File: src/rtl/core/fpc_pkg.sv
// fpc_pkg: shared types, constants and the crc-16/modbus byte update
// for the framed packet checker; no dependencies
package fpc_pkg;

    localparam int BYTE_W     = 8;
    localparam int CRC_W      = 16;
    localparam int COUNT_W    = 3;
    localparam int CFG_IDX_W  = 2;
    localparam int CFG_DATA_W = 8;
    localparam int REASON_W   = 3;

    localparam logic [CRC_W-1:0] CRC_INIT = 16'hFFFF;
    localparam logic [CRC_W-1:0] CRC_POLY = 16'hA001;

    localparam logic [COUNT_W-1:0] COUNT_MAX   = 3'd7;
    localparam logic [COUNT_W-1:0] MIN_LEN_CRC = 3'd6;
    localparam logic [COUNT_W-1:0] MIN_LEN_SUM = 3'd3;

    // configuration register indexes
    localparam logic [CFG_IDX_W-1:0] CFG_FRAME_MODE  = 2'd0;
    localparam logic [CFG_IDX_W-1:0] CFG_HEADER_CHAR = 2'd1;
    localparam logic [CFG_IDX_W-1:0] CFG_TAIL_CHAR   = 2'd2;

    // frame modes
    localparam logic MODE_CRC = 1'b0;
    localparam logic MODE_SUM = 1'b1;

    localparam logic [BYTE_W-1:0] HEADER_RESET = 8'd35;
    localparam logic [BYTE_W-1:0] TAIL_RESET   = 8'd42;

    // verdict codes
    localparam logic [REASON_W-1:0] REASON_NONE   = 3'd0;
    localparam logic [REASON_W-1:0] REASON_SHORT  = 3'd1;
    localparam logic [REASON_W-1:0] REASON_HEADER = 3'd2;
    localparam logic [REASON_W-1:0] REASON_TAIL   = 3'd3;
    localparam logic [REASON_W-1:0] REASON_CHECK  = 3'd4;

    typedef struct packed {
        logic [BYTE_W-1:0] byte_in;
        logic              last_byte;
    } fpc_in_t;

    typedef struct packed {
        logic                frame_ok;
        logic [REASON_W-1:0] fail_reason;
    } fpc_out_t;

    // frame state as it stands once the current byte is folded in
    typedef struct packed {
        logic [BYTE_W-1:0]  dly0;
        logic [BYTE_W-1:0]  dly1;
        logic [BYTE_W-1:0]  dly2;
        logic [BYTE_W-1:0]  dly3;
        logic [CRC_W-1:0]   start_bytes;
        logic [CRC_W-1:0]   crc;
        logic [BYTE_W-1:0]  sum;
        logic [COUNT_W-1:0] count;
    } fpc_view_t;

    function automatic logic [CRC_W-1:0] crc16_byte(input logic [CRC_W-1:0] crc,
                                                    input logic [BYTE_W-1:0] b);
        logic [CRC_W-1:0] c;
        c = crc ^ {{(CRC_W-BYTE_W){1'b0}}, b};
        for (int i = 0; i < BYTE_W; i++) begin
            c = c[0] ? ((c >> 1) ^ CRC_POLY) : (c >> 1);
        end
        return c;
    endfunction

endpackage

File: src/rtl/core/fpc_frame_track.sv
// fpc_frame_track: per-frame state (delay line, start bytes, crc, sum, count)
// depends on fpc_pkg
module fpc_frame_track (
    input  logic                    aclk,
    input  logic                    aresetn,
    input  logic                    step,
    input  fpc_pkg::fpc_in_t        beat,
    output fpc_pkg::fpc_view_t      view
);
    import fpc_pkg::*;

    logic [BYTE_W-1:0]  dly_reg [4];
    logic [CRC_W-1:0]   start_reg;
    logic [CRC_W-1:0]   crc_reg;
    logic [BYTE_W-1:0]  sum_reg;
    logic [COUNT_W-1:0] count_reg;

    logic               fold;

    // oldest byte leaves the delay line once four are held
    assign fold = count_reg >= 3'd4;

    always_comb begin
        view.dly0 = beat.byte_in;
        view.dly1 = dly_reg[0];
        view.dly2 = dly_reg[1];
        view.dly3 = dly_reg[2];
        view.crc  = fold ? crc16_byte(crc_reg, dly_reg[3]) : crc_reg;
        view.sum  = fold ? BYTE_W'(sum_reg + dly_reg[3]) : sum_reg;
        view.start_bytes = start_reg;
        if (count_reg == 3'd0) begin
            view.start_bytes = {beat.byte_in, start_reg[BYTE_W-1:0]};
        end else if (count_reg == 3'd1) begin
            view.start_bytes = {start_reg[CRC_W-1:BYTE_W], beat.byte_in};
        end
        view.count = (count_reg < COUNT_MAX) ? COUNT_W'(count_reg + 3'd1) : count_reg;
    end

    always_ff @(posedge aclk) begin
        if (!aresetn) begin
            dly_reg[0] <= '0;
            dly_reg[1] <= '0;
            dly_reg[2] <= '0;
            dly_reg[3] <= '0;
            start_reg  <= '0;
            crc_reg    <= CRC_INIT;
            sum_reg    <= '0;
            count_reg  <= '0;
        end else if (step) begin
            if (beat.last_byte) begin
                dly_reg[0] <= '0;
                dly_reg[1] <= '0;
                dly_reg[2] <= '0;
                dly_reg[3] <= '0;
                start_reg  <= '0;
                crc_reg    <= CRC_INIT;
                sum_reg    <= '0;
                count_reg  <= '0;
            end else begin
                dly_reg[0] <= view.dly0;
                dly_reg[1] <= view.dly1;
                dly_reg[2] <= view.dly2;
                dly_reg[3] <= view.dly3;
                start_reg  <= view.start_bytes;
                crc_reg    <= view.crc;
                sum_reg    <= view.sum;
                count_reg  <= view.count;
            end
        end
    end

`ifndef SYNTH
    a_last_clears: assert property (@(posedge aclk) disable iff (!aresetn)
        step && beat.last_byte |=> count_reg == '0 && crc_reg == CRC_INIT && sum_reg == '0)
        else $error("frame state not cleared after last beat");

    a_count_grows: assert property (@(posedge aclk) disable iff (!aresetn)
        step && !beat.last_byte |=> count_reg >= $past(count_reg) && count_reg != '0)
        else $error("byte count went backwards inside a frame");

    a_idle_holds: assert property (@(posedge aclk) disable iff (!aresetn)
        !step |=> $stable(count_reg) && $stable(crc_reg) && $stable(sum_reg))
        else $error("frame state moved without a beat");
`endif

endmodule

File: src/rtl/core/framed_packet_checker_unit.sv
// framed_packet_checker_unit: top level of the framed packet checker
// depends on fpc_pkg and fpc_frame_track
//
// usage:
//   s_ channel carries one received frame byte per beat (byte_in) with
//   last_byte marking the final byte of a frame. m_ channel carries one
//   verdict per frame (frame_ok, fail_reason), given only for the last beat.
//   cfg_wr_en/cfg_index/cfg_wdata write frame_mode, header_char, tail_char;
//   the user must write only while idle (unenforced); indexes past the list are dropped.
// flow:
//   one byte per cycle while no last byte waits for a free result register.
//   a byte sits in the input register while the crc/sum fold, delay shift
//   and verdict are worked out; the verdict goes into the result register
//   behind m_valid. the crc update is one unrolled 8-bit step of the modbus polynomial.
// reset:
//   aresetn low clears both stages, the frame state (crc 0xFFFF) and sets
//   the registers to mode 0, header '#', tail '*'.
// stall:
//   while m_ready is low and a verdict waits, non-last bytes still flow;
//   a last byte waits in the input register, and s_ready drops only then.
module framed_packet_checker_unit (
    input  logic                              aclk,
    input  logic                              aresetn,
    input  logic                              s_valid,
    output logic                              s_ready,
    input  fpc_pkg::fpc_in_t                  s_data,
    output logic                              m_valid,
    input  logic                              m_ready,
    output fpc_pkg::fpc_out_t                 m_data,
    input  logic                              cfg_wr_en,
    input  logic [fpc_pkg::CFG_IDX_W-1:0]     cfg_index,
    input  logic [fpc_pkg::CFG_DATA_W-1:0]    cfg_wdata
);
    import fpc_pkg::*;

    // configuration registers
    logic              mode_reg;
    logic [BYTE_W-1:0] header_reg;
    logic [BYTE_W-1:0] tail_reg;

    // input stage
    fpc_in_t  in_reg;
    logic     in_vld_reg;

    // result stage
    fpc_out_t out_reg;
    fpc_out_t out_next;
    logic     out_vld_reg;
    logic     out_vld_next;

    logic      out_free;
    logic      advance;
    fpc_view_t view;
    logic [REASON_W-1:0] reason;
    logic [BYTE_W-1:0]   sum_check;

    always_ff @(posedge aclk) begin
        if (!aresetn) begin
            mode_reg   <= MODE_CRC;
            header_reg <= HEADER_RESET;
            tail_reg   <= TAIL_RESET;
        end else if (cfg_wr_en) begin
            case (cfg_index)
                CFG_FRAME_MODE:  mode_reg   <= cfg_wdata[0];
                CFG_HEADER_CHAR: header_reg <= cfg_wdata;
                CFG_TAIL_CHAR:   tail_reg   <= cfg_wdata;
                default:         ;
            endcase
        end
    end

    // result register can take a verdict this cycle
    assign out_free = !out_vld_reg || m_ready;
    // only a last beat needs a free result slot
    assign advance  = in_vld_reg && (!in_reg.last_byte || out_free);
    assign s_ready  = !in_vld_reg || advance;

    always_ff @(posedge aclk) begin
        if (!aresetn) begin
            in_vld_reg <= 1'b0;
        end else if (s_ready) begin
            in_vld_reg <= s_valid;
        end
    end

    always_ff @(posedge aclk) begin
        if (s_ready && s_valid) begin
            in_reg <= s_data;
        end
    end

    fpc_frame_track u_track (
        .aclk    (aclk),
        .aresetn (aresetn),
        .step    (advance),
        .beat    (in_reg),
        .view    (view)
    );

    // checksum of everything before the check byte in sum mode
    assign sum_check = BYTE_W'(view.sum + view.dly3 + view.dly2);

    // verdict, checks in order: length, header, tail, check value
    always_comb begin
        reason = REASON_NONE;
        if (mode_reg == MODE_CRC) begin
            if (view.count < MIN_LEN_CRC) begin
                reason = REASON_SHORT;
            end else if (view.start_bytes[CRC_W-1:BYTE_W] != header_reg ||
                         view.start_bytes[BYTE_W-1:0] != header_reg) begin
                reason = REASON_HEADER;
            end else if (view.dly0 != tail_reg || view.dly1 != tail_reg) begin
                reason = REASON_TAIL;
            end else if (view.crc != {view.dly3, view.dly2}) begin
                reason = REASON_CHECK;
            end
        end else begin
            if (view.count < MIN_LEN_SUM) begin
                reason = REASON_SHORT;
            end else if (view.start_bytes[CRC_W-1:BYTE_W] != header_reg) begin
                reason = REASON_HEADER;
            end else if (view.dly0 != tail_reg) begin
                reason = REASON_TAIL;
            end else if (sum_check != view.dly1) begin
                reason = REASON_CHECK;
            end
        end
        out_next.frame_ok    = (reason == REASON_NONE);
        out_next.fail_reason = reason;
    end

    always_comb begin
        out_vld_next = out_vld_reg;
        if (advance && in_reg.last_byte) begin
            out_vld_next = 1'b1;
        end else if (m_ready) begin
            out_vld_next = 1'b0;
        end
    end

    always_ff @(posedge aclk) begin
        if (!aresetn) begin
            out_vld_reg <= 1'b0;
        end else begin
            out_vld_reg <= out_vld_next;
        end
    end

    always_ff @(posedge aclk) begin
        if (advance && in_reg.last_byte) begin
            out_reg <= out_next;
        end
    end

    assign m_valid = out_vld_reg;
    assign m_data  = out_reg;

`ifndef SYNTH
    a_verdict_from_last: assert property (@(posedge aclk) disable iff (!aresetn)
        $rose(out_vld_reg) |-> $past(in_vld_reg && in_reg.last_byte))
        else $error("verdict without a last beat");

    a_ok_matches_reason: assert property (@(posedge aclk) disable iff (!aresetn)
        out_vld_reg |-> out_reg.frame_ok == (out_reg.fail_reason == REASON_NONE))
        else $error("frame_ok disagrees with fail_reason");

    a_reason_range: assert property (@(posedge aclk) disable iff (!aresetn)
        out_vld_reg |-> out_reg.fail_reason <= REASON_CHECK)
        else $error("fail_reason out of range");

    a_last_waits: assert property (@(posedge aclk) disable iff (!aresetn)
        in_vld_reg && !advance |=> in_vld_reg && $stable(in_reg))
        else $error("stalled input stage lost its beat");
`endif

endmodule

File: config.mk
export PLATFORM = sky130hd
export DESIGN_NAME = framed_packet_checker_unit
export DESIGN_NICKNAME = d
export VERILOG_FILES = /design/src/rtl/core/fpc_pkg.sv /design/src/rtl/core/fpc_frame_track.sv /design/src/rtl/core/framed_packet_checker_unit.sv
export SDC_FILE = /design/constraint.sdc
export NUM_CORES = 1
export LEC_CHECK = 0
export ABC_CLOCK_PERIOD_IN_PS = 5200
export BUFFER_PORTS_ARGS = -buffer_cell sky130_fd_sc_hd__buf_2
export CORE_MARGIN = 1.5
export CORE_UTILIZATION = 62
export DETAILED_ROUTE_END_ITERATION = 8
export PLACE_DENSITY_LB_ADDON = 0.08
export SYNTH_ARGS = -nofsm -noshare
export SYNTH_HDL_FRONTEND = slang
export SYNTH_SLANG_ARGS = --single-unit
File: constraint.sdc
create_clock -name aclk -period 5.2 [get_ports aclk]
set_clock_uncertainty 0.05 [all_clocks]
set_input_delay 0.78 -clock aclk [delete_from_list [all_inputs] [get_ports aclk]]
set_output_delay 0.78 -clock aclk [all_outputs]
set_load 0.01 [all_outputs]
==> impl_metrics.yaml, run 1 <==
pwr:
  p_seq_frac: 0.564
  cellLeakagePower_nw: 2.76
  pwr-share-clk: 0.327
  pwr-share-comb: 0.109
  switching_share: 0.264
  p_switching_mw: 0.430
  ir_drop_v: 0.000251
  intPower_mw: 1.20
  powerDensity_nw_per_um2: 256
critical_path:
  cp.required_ps: 5360
  startpoint_type: "flop"
  critical_path_class: "flop to flop"
  slowest_delay_ps: 550
  crit_chain: "ha_1, fa_1, a21o_1, a21o_1, xor2_1, mux2i_1, fa_1, inv_1, ha_1, inv_1, o21bai_1, a21o_1, a21oi_1, xnor3_1, o21a_1, a2111oi_2"
  cp_num_buf_inv: 2
  critPathSlowestCell: "fa_1"
  path_delay_family: "adder cells"
  worst_path_most_repeated_cell: "a21o_1"
  reg2reg_setup_slack_ps: 890
  cp_max_fo: 2
  end_kind: "flop"
  crit_arrival_ps: 4470
clocking:
  cts_resized: 0
  clk_latency_ps: 390
  cts_root_buf: "clkbuf_8"
  htreeDepth: 3
  clkTransAtPathRegs_ps: 100
  cts.sinks: 107
  postCtsSetupBuffers: 0
  clockBufferDepth: 2
  cts_hold_buf: 0
  cts_tree: "built"
  cts_buffers: 9
worst_hold_path:
  hp-class: "flop to flop"
place:
  place_congestion: 0.826
  place_area_um2: 6160
  hpwl_mm: 9.45
  numPortBuffers: 29
global_routing:
  grt_pass1_vias: 4143
  grt-ovfl-total: 0
  grt_usage: 0.268
  busiest_layer: "met2"
  grt_pass1_wl_mm: 20.6
  gr-usage-met2: 0.481
  met1_usage: 0.320
  antenna_found_initial: 0
  grt_util_met3: 0.0465
  grt_start_max_net_pins: 51
timing:
  hold_viol_final: 0
  finalSetupViolCount: 0
  slew_violations: 0
  timing.setup.tns_ps: 0
  fmax_ghz: 0.232
  worst_pin_slew_ps: 1050
  slew_headroom: 0.296
  rsz0062_at_grt: "false"
  fin_crit_sh: 0.829
  timing.final.crit_period_ps: 4310
synthesis:
  ys_warn_count: 0
  yosys_register_bits: 107
  synth_cell_types: 52
  yosysSeqAreaShare: 0.423
  synthFlopType: "dfxtp_1"
  netlist_instances: 570
  syn_area_um2: 5940
  synth.net_count: 619
  synthArstFlopShare: 0
  syn_area_per_cell_um2: 10.4
  synth-edff-count: 37
layout:
  final_cell_area_um2: 6380
  areaGrowthSynthToFinish_pct: 7.42
  largest_reg_flops: 32
  fin_nets: 637
  final_common_cell: "dfxtp_1"
  fillers: 716
  mostFrequentLayoutCells: "dfxtp_1 (70), xnor2_1 (60), mux2i_1 (50), nand2_1 (44), inv_1 (39)"
  n_antenna_cell: 0
  final_layout_size_suffix_gt1_frac: 0.0995
detailed_routing:
  initialDrtViolationCount: 106
  avgRoutedWirePerCell_um: 17.3
  drc_errors: 0
  final_antenna_net_count: 0
  vias: 4095
  first_pass_iters: 5
  avgViaCountPerCell: 5.67
  drt-total-wl_mm: 12.5
flow_run:
  maxCapViolations: 0
floorplanning:
  io_pins: 30
  die-area_um2: 10200
  die_height_um: 101
  num_rows: 35
  coreArea_um2: 9240
  start_util: 0.642
  die_w_um: 101
status:
  status: "complete, no violations"
[cell usage after synthesis, types with 3 or more instances]
cell type   n  area [µm²]
a21o_1      6        45.0
fa_1        9         180
and3_1     20         125
dfxtp_1    70        1400
xnor2_2     4        65.1
nor4_1     11        68.8
o22ai_1     4        25.0
edfxtp_1   37        1110
xor2_1     24         210
mux2i_1    50         500
o21a_1      3        22.5
a22o_1     16         140
xnor2_1    60         526
inv_1      39         146
a31oi_1     3        18.8
nor2b_1    23         144
nor2_1     20        75.1
and2_1      3        18.8
a21oi_1    11        55.1
o21ai_0    14        70.1
a22oi_1     9        67.6
clkbuf_1   19        71.3
nand2_1    44         165
nand3_1     3        15.0
buf_1       3        11.3
nor3_1      3        15.0
ha_1       16         200
o211ai_1   10        75.1
nand4_1     4        25.0
[final timing paths]
| path | startpoint | endpoint | cells after the start |
|---|---|---|---|
| worst min register to register | u_track.start_reg[2] | u_track.start_reg[2] | 1 |
| worst min-delay path | u_track.start_reg[2] | u_track.start_reg[2] | 1 |
| worst max register to register | u_track.dly_reg[3][0] | m_data[3] | 16 |
| worst max-delay path | u_track.dly_reg[3][0] | m_data[3] | 16 |
[cell families after synthesis]
| logic type | synth area share |
|---|---|
| simple gates | 0.119 |
| flops | 0.423 |
| mux | 0.0843 |
| xor+xnor | 0.158 |
| compound gates | 0.109 |
| buf+inv | 0.0419 |
| fa+ha+maj | 0.0641 |
[area by class of cell]
type	instances	area, µm²	share of cell area
clock buffers	11	163	0.0255
repair buffers	32	168	0.0263
multi-input cells	399	3170	0.498
clock inverters	5	51.3	0.00805
well taps	129	161	0.0253
inverters	39	146	0.0230
flip-flops and latches	107	2510	0.394
[metrics by stage]
| stage | worst slack (ps) | instances | utilization | hold slack (ps) | total power, mW |
|---|---|---|---|---|---|
| finish | 890 | 722 | 0.690 | 433 | 1.63 |
| global route | 648 | 722 | 0.690 | 454 | 1.69 |
| CTS | 889 | 722 | 0.690 | 438 | 1.64 |
| detailed placement | 911 | 706 | 0.667 | 404 | 1.12 |
| global placement | 1010 | 706 | 0.667 | 406 | 1.11 |
| floorplan | 1150 | 570 | - | 392 | 1.07 |
[power by group through the flow]
stage                     combinational [mW]  sequential [mW]  clock, mW
after floorplan                        0.140            0.927          0
after global placement                 0.172            0.937          0
after detailed placement               0.177            0.939          0
after CTS                              0.178            0.919      0.547
after global routing                   0.196            0.922      0.571
final                                  0.177            0.919      0.533
[per-layer routing]
layer,up-vias,part of all wire
li1,2023,-
met3,13,0.028
met4,0,0.019
met2,71,0.53
met1,1988,0.42
met5,-,0
[worst register-to-register path, cell delays in order, from the launching register on]
cell and delay (ps):
edfxtp_1 450, ha_1 240, fa_1 470, a21o_1 180, a21o_1 190, xor2_1 140, mux2i_1 140, fa_1 550
inv_1 40, ha_1 310, inv_1 90, o21bai_1 110, a21o_1 190, a21oi_1 180, xnor3_1 330, o21a_1 210
a2111oi_2 260
(Power assumes the default switching activity.)
==> run 2, diff against run 1 <==
--- a/config.mk
+++ b/config.mk
@@ -5,10 +5,11 @@
 export SDC_FILE = /design/constraint.sdc
 export NUM_CORES = 1
 export LEC_CHECK = 0
-export ABC_CLOCK_PERIOD_IN_PS = 5200
+export ABC_AREA = 1
+export ABC_CLOCK_PERIOD_IN_PS = 3700
 export BUFFER_PORTS_ARGS = -buffer_cell sky130_fd_sc_hd__buf_2
 export CORE_MARGIN = 1.5
-export CORE_UTILIZATION = 62
+export CORE_UTILIZATION = 56
 export DETAILED_ROUTE_END_ITERATION = 8
 export PLACE_DENSITY_LB_ADDON = 0.08
 export SYNTH_ARGS = -nofsm -noshare
==> constraint.sdc (replaced) <==
create_clock -name aclk -period 3.7 [get_ports aclk]
set_clock_uncertainty 0.05 [all_clocks]
set_input_delay 0.555 -clock aclk [delete_from_list [all_inputs] [get_ports aclk]]
set_output_delay 0.555 -clock aclk [all_outputs]
set_load 0.01 [all_outputs]
==> run 2 against run 1 <==
The flow now finishes with violations (setup timing). Sequential share of layout area decreased by 3.2 points. Routed wire length rose by 26%. Sequential cell count unchanged. Critical endpoint is now m_data[2].
==> impl_metrics.yaml, run 2 <==
timing:
  fin_crit_sh: 1.02
  slew_violations: 0
  layout_setup_ws_ps: -70.0
  timing.final.crit_period_ps: 3770
  fmax_ghz: 0.265
  hold_viol_final: 0
  finalSetupViolCount: 2
  slew_headroom: 0.495
  worst_pin_slew_ps: 755
  rsz0062_at_grt: "true"
flow_run:
  maxCapViolations: 0
critical_path:
  startpoint_type: "flop"
  slowest_delay_ps: 500
  cp_num_buf_inv: 3
  end_kind: "flop"
  critPathSlowestCell: "fa_1"
  crit_chain: "ha_2, fa_2, nand2_2, inv_2, o21a_1, o21ai_2, nand2_1, a2bb2oi_2, fa_1, inv_2, ha_4, buf_4, xor2_1, or2_2, nand3_1, nor3_2, nand2_1, o21ai_2, nand2_2"
  path_delay_family: "adder cells"
  crit_arrival_ps: 3870
  cp.required_ps: 3800
  critical_path_class: "flop to flop"
  reg2reg_setup_slack_ps: -70
  cp_max_fo: 3
synthesis:
  netlist_top_cells_count: "nand2_1 (225), inv_1 (130), dfxtp_1 (70)"
  yosysSeqAreaShare: 0.402
  synthFlopType: "dfxtp_1"
  yosys_register_bits: 107
  synth_cell_types: 41
  syn_area_per_cell_um2: 7.48
  ys_warn_count: 0
  synth_area_leaders: "dfxtp_1 (22%), edfxtp_1 (18%), nand2_1 (14%)"
  yosysMostFrequentCell: "nand2_1"
  yosysTopAreaCell: "dfxtp_1"
  synthArstFlopShare: 0
  syn_area_um2: 6250
  synth_top_area_frac: 0.224
  synth.net_count: 885
  netlist_instances: 836
  synth-edff-count: 37
floorplanning:
  coreArea_um2: 10900
  die-area_um2: 11800
  io_pins: 30
  die_height_um: 109
  start_util: 0.574
  num_rows: 38
  die_w_um: 109
detailed_routing:
  drc_errors: 0
  vias: 5464
  first_pass_iters: 5
  initialDrtViolationCount: 339
  avgRoutedWirePerCell_um: 15.5
  final_antenna_net_count: 0
  drt-total-wl_mm: 15.8
  avgViaCountPerCell: 5.37
clocking:
  clockBufferDepth: 2
  clk_latency_ps: 400
  cts_root_buf: "clkbuf_8"
  cts_hold_buf: 0
  clkTransAtPathRegs_ps: 100
  cts_buffers: 9
  cts_tree: "built"
  htreeDepth: 3
  cts.sinks: 107
global_routing:
  grt_pass1_wl_mm: 25.7
  grt_pass1_vias: 5300
  grt_usage: 0.288
  antenna_found_initial: 0
  grt-ovfl-total: 0
  grt_start_max_net_pins: 41
pwr:
  cellLeakagePower_nw: 3.29
  powerDensity_nw_per_um2: 353
  power_mw: 2.45
  ir_drop_v: 0.000384
layout:
  final_layout_size_suffix_gt1_frac: 0.137
  fin_nets: 921
  final_common_cell: "nand2_1"
  n_antenna_cell: 0
  mostFrequentLayoutCells: "nand2_1 (222), inv_1 (126), dfxtp_1 (70), nand3_1 (55), nor2_1 (53)"
  areaGrowthSynthToFinish_pct: 10.9
  largest_reg_flops: 32
  fin_cells: 1017
  final_cell_area_um2: 6940
  fillers: 953
status:
  status: "finished, violations left"
  violations: "setup timing"
worst_hold_path:
  hp-class: "input port to flop"
place:
  hpwl_mm: 11.9
  place_congestion: 0.906
  place_area_um2: 6600
  dp.cells: 996
  numPortBuffers: 29
## run 2: metrics by stage
step | worst slack (ps) | TNS, ps | utilization | hold WS [ps]
final | -70.0 | -129 | 0.637 | 280
after global routing | -248 | -492 | 0.637 | 258
after CTS | -101 | -172 | 0.631 | 259
after detailed placement | -366 | -689 | 0.606 | 413
after global placement | -259 | -460 | 0.606 | 408
after floorplan | 2.81 | 0 | - | 396
## run 2: per-layer routing
| metal | wire, µm | GRT usage | vias up |
|---|---|---|---|
| li1 | - | - | 2774 |
| met1 | 7050 | 0.369 | 2521 |
| met2 | 7310 | 0.471 | 136 |
| met3 | 823 | 0.0622 | 33 |
| met4 | 597 | 0.124 | 0 |
| met5 | 0 | 0 | - |
## run 2: worst paths after layout
kind,cells after the start,to,from
max,19,m_data[2],u_track.dly_reg[3][0]
min,1,in_reg[7],s_data[7]
max reg2reg,19,m_data[2],u_track.dly_reg[3][0]
min reg2reg,2,u_track.start_reg[9],u_track.start_reg[9]
## run 2: report_power, final
group,switching (mW),leakage [nW],internal [mW],total (mW)
clock network,0.439,0.109,0.344,0.783
logic,0.228,2.23,0.127,0.355
registers,0.0453,0.952,1.26,1.31
total,0.713,3.29,1.74,2.45
## run 2: cell type report
| class | instances | area [µm²] | area share |
|---|---|---|---|
| Inverter | 132 | 500 | 0.0722 |
| Clock buffer | 10 | 138 | 0.0198 |
| Sequential cell | 107 | 2510 | 0.362 |
| Tap cell | 140 | 175 | 0.0253 |
| Multi-Input combinational cell | 572 | 3230 | 0.466 |
| Clock inverter | 6 | 73.8 | 0.0106 |
| Timing Repair Buffer | 50 | 303 | 0.0437 |
## run 2: what timing repair did
item / in CTS / in global routing
setup buffers: 2 / 3
pin swaps: 13 / 15
setup endpoints to repair: 2 / 2
resized for setup: 11 / 10
endpoints found under the hold margin: 0 / 0
## run 2: cell families after synthesis
group | share of synthesized area
AO/OA/AOI/OAI | 0.124
XOR/XNOR | 0.0588
adder cells (fa/ha/maj) | 0.0608
buffers and inverters | 0.101
flip-flops | 0.402
multiplexers | 0.00160
AND/OR/NAND/NOR | 0.252
==> run 3, diff against run 2 <==
--- a/config.mk
+++ b/config.mk
@@ -8,10 +8,11 @@
 export ABC_AREA = 1
 export ABC_CLOCK_PERIOD_IN_PS = 3700
 export BUFFER_PORTS_ARGS = -buffer_cell sky130_fd_sc_hd__buf_2
+export CORE_ASPECT_RATIO = 1.4
 export CORE_MARGIN = 1.5
 export CORE_UTILIZATION = 56
 export DETAILED_ROUTE_END_ITERATION = 8
-export PLACE_DENSITY_LB_ADDON = 0.08
+export PLACE_DENSITY_LB_ADDON = 0.05
 export SYNTH_ARGS = -nofsm -noshare
 export SYNTH_HDL_FRONTEND = slang
 export SYNTH_SLANG_ARGS = --single-unit
==> run 3 against run 2 <==
The flow still finishes with violations (setup timing). Sequential cell count did not move. Hold slack improved by 43 ps. Core utilization is 1.0 points higher. Routed wire length unchanged. Critical path depth is the same. Cell count unchanged. Sequential share of layout area shrank 0.51 points. Design area grew 1.4%. Worst setup slack worse by 58 ps. Global-route usage fell by 0.92 points. Combinational power barely moved. Critical path type unchanged. Largest cell class unchanged.
==> impl_metrics.yaml, run 3 (synthesis gave the netlist of run 2 again) <==
critical_path:
  crit_arrival_ps: 3890
  crit_chain: "ha_2, fa_2, nand2_1, inv_1, o21a_1, buf_4, nor3_2, a2bb2oi_2, fa_1, inv_2, ha_4, a21oi_2, o21ai_2, xor2_1, xor2_1, nor3_2, nand2_1, o21ai_2, nand2_2"
  timing.rr.end: "m_data[2]"
  cp_max_fo: 3
  end_kind: "flop"
  critPathSlowestCell: "fa_1"
  startpoint_type: "flop"
  reg2reg_setup_slack_ps: -130
  slowest_delay_ps: 450
  timing.rr.start: "u_track.dly_reg[3][0]"
  reg2reg_depth: 19
  cp.required_ps: 3760
  critical_path_class: "flop to flop"
timing:
  hold_viol_final: 0
  timing.setup.tns_ps: -212
  fmax_ghz: 0.261
  finalSetupViolCount: 2
  worst_pin_slew_ps: 759
  layout_setup_ws_ps: -128
  slew_headroom: 0.490
  timing.final.crit_period_ps: 3830
  rsz0062_at_grt: "true"
  fin_crit_sh: 1.03
  slew_violations: 0
detailed_routing:
  first_pass_iters: 5
  drt-total-wl_mm: 15.8
  drc_errors: 0
  avgViaCountPerCell: 5.38
  initialDrtViolationCount: 214
  final_antenna_net_count: 0
  avgRoutedWirePerCell_um: 15.5
  vias: 5473
layout:
  fin_nets: 920
  final_layout_size_suffix_gt1_frac: 0.138
  n_antenna_cell: 0
  largest_reg_flops: 32
  fillers: 962
  areaGrowthSynthToFinish_pct: 12.5
  final_common_cell: "nand2_1"
  fin_util: 0.647
  mostFrequentLayoutCells: "nand2_1 (223), inv_1 (128), dfxtp_1 (70), nand3_1 (55), nor2_1 (53)"
floorplanning:
  start_util: 0.576
  coreArea_um2: 10900
  die_w_um: 92.3
  num_rows: 45
  io_pins: 30
  die_height_um: 128
  die-area_um2: 11800
pwr:
  ir_drop_v: 0.000288
  powerDensity_nw_per_um2: 380
  cellLeakagePower_nw: 3.32
  power_mw: 2.67
clocking:
  cts_hold_buf: 0
  cts_buffers: 9
  cts_tree: "built"
  clkTransAtPathRegs_ps: 80
  htreeDepth: 3
  clockBufferDepth: 2
  cts.sinks: 107
  cts_root_buf: "clkbuf_16"
  clk_latency_ps: 350
status:
  violations: "setup timing"
  status: "finished, violations left"
worst_hold_path:
  hp-class: "input port to flop"
  min_to: "in_reg[6]"
  hold_depth: 1
  min_from: "s_data[6]"
global_routing:
  grt_usage: 0.279
  antenna_found_initial: 0
  grt_pass1_vias: 5360
  grt_start_max_net_pins: 35
  grt_pass1_wl_mm: 25.4
  grt-ovfl-total: 0
flow_run:
  maxCapViolations: 0
place:
  numPortBuffers: 29
  hpwl_mm: 12.1
  place_congestion: 0.875
  pre_cts_ws_ps: -396
[run 3: cell types whose count changed in the layout (fill, tap and decap cells not counted), sizes merged]
cell / change
inv: -3
buf: -1
clkinv: +1
clkinvlp: +2
[run 3: timing repair]
action	4_1_cts	5_1_grt
buffers inserted	1	4
hold endpoints to repair	0	0
resized for setup	9	14
pin swaps	20	7
endpoints found under the setup margin	2	2
[run 3: how the worst max path moves through the flow]
stage / slack [ps] / from / depth (start not counted) / to
detailed placement: -400 / u_track.dly_reg[3][0] / 16 / m_data[2]
global placement: -320 / u_track.dly_reg[3][0] / 16 / m_data[2]
floorplan: 3 / u_track.dly_reg[3][0] / 15 / m_data[2]
CTS: -150 / u_track.dly_reg[3][0] / 20 / m_data[2]
finish: -130 / u_track.dly_reg[3][0] / 19 / m_data[2]
global route: -330 / u_track.dly_reg[3][0] / 19 / m_data[2]
[run 3: routing by layer]
metal	up-vias	GRT usage	share of wire
li1	2767	-	-
met1	2548	0.297	0.39
met2	127	0.542	0.55
met3	31	0.0391	0.031
met4	0	0.108	0.029
met5	-	0	0
[run 3: critical path: cells and delay by family, from the launching register on]
family                     cells  cell delay (ps)
AOI/OAI and AO/OA              5              740
xor gates and xnor gates       2              300
adders and majority gates      4             1220
buffers and inverters          3              270
DFF                            1              400
and+or+nand+nor                5              600
[run 3: cell type report]
class / instances / area [µm²] / area share
multi-input combinational: 572 / 3240 / 0.461
sequential: 107 / 2510 / 0.357
inverter: 132 / 500 / 0.0711
timing repair buffer: 49 / 295 / 0.0420
clock buffer: 10 / 239 / 0.0340
tap: 141 / 176 / 0.0251
clock inverter: 6 / 71.3 / 0.0101
[run 3: where the power goes]
group	switching (mW)	leakage [nW]	internal (mW)
sequential	0.0417	0.952	1.26
clock	0.458	0.146	0.550
combinational	0.229	2.22	0.127
total	0.729	3.32	1.94
[run 3: through the flow]
step	hold slack, ps	area, µm²	cells
final	323	7030	1017
after global placement	409	6590	996
after CTS	319	6940	1013
after detailed placement	412	6590	996
after floorplan	396	6290	836
after global routing	314	7030	1017
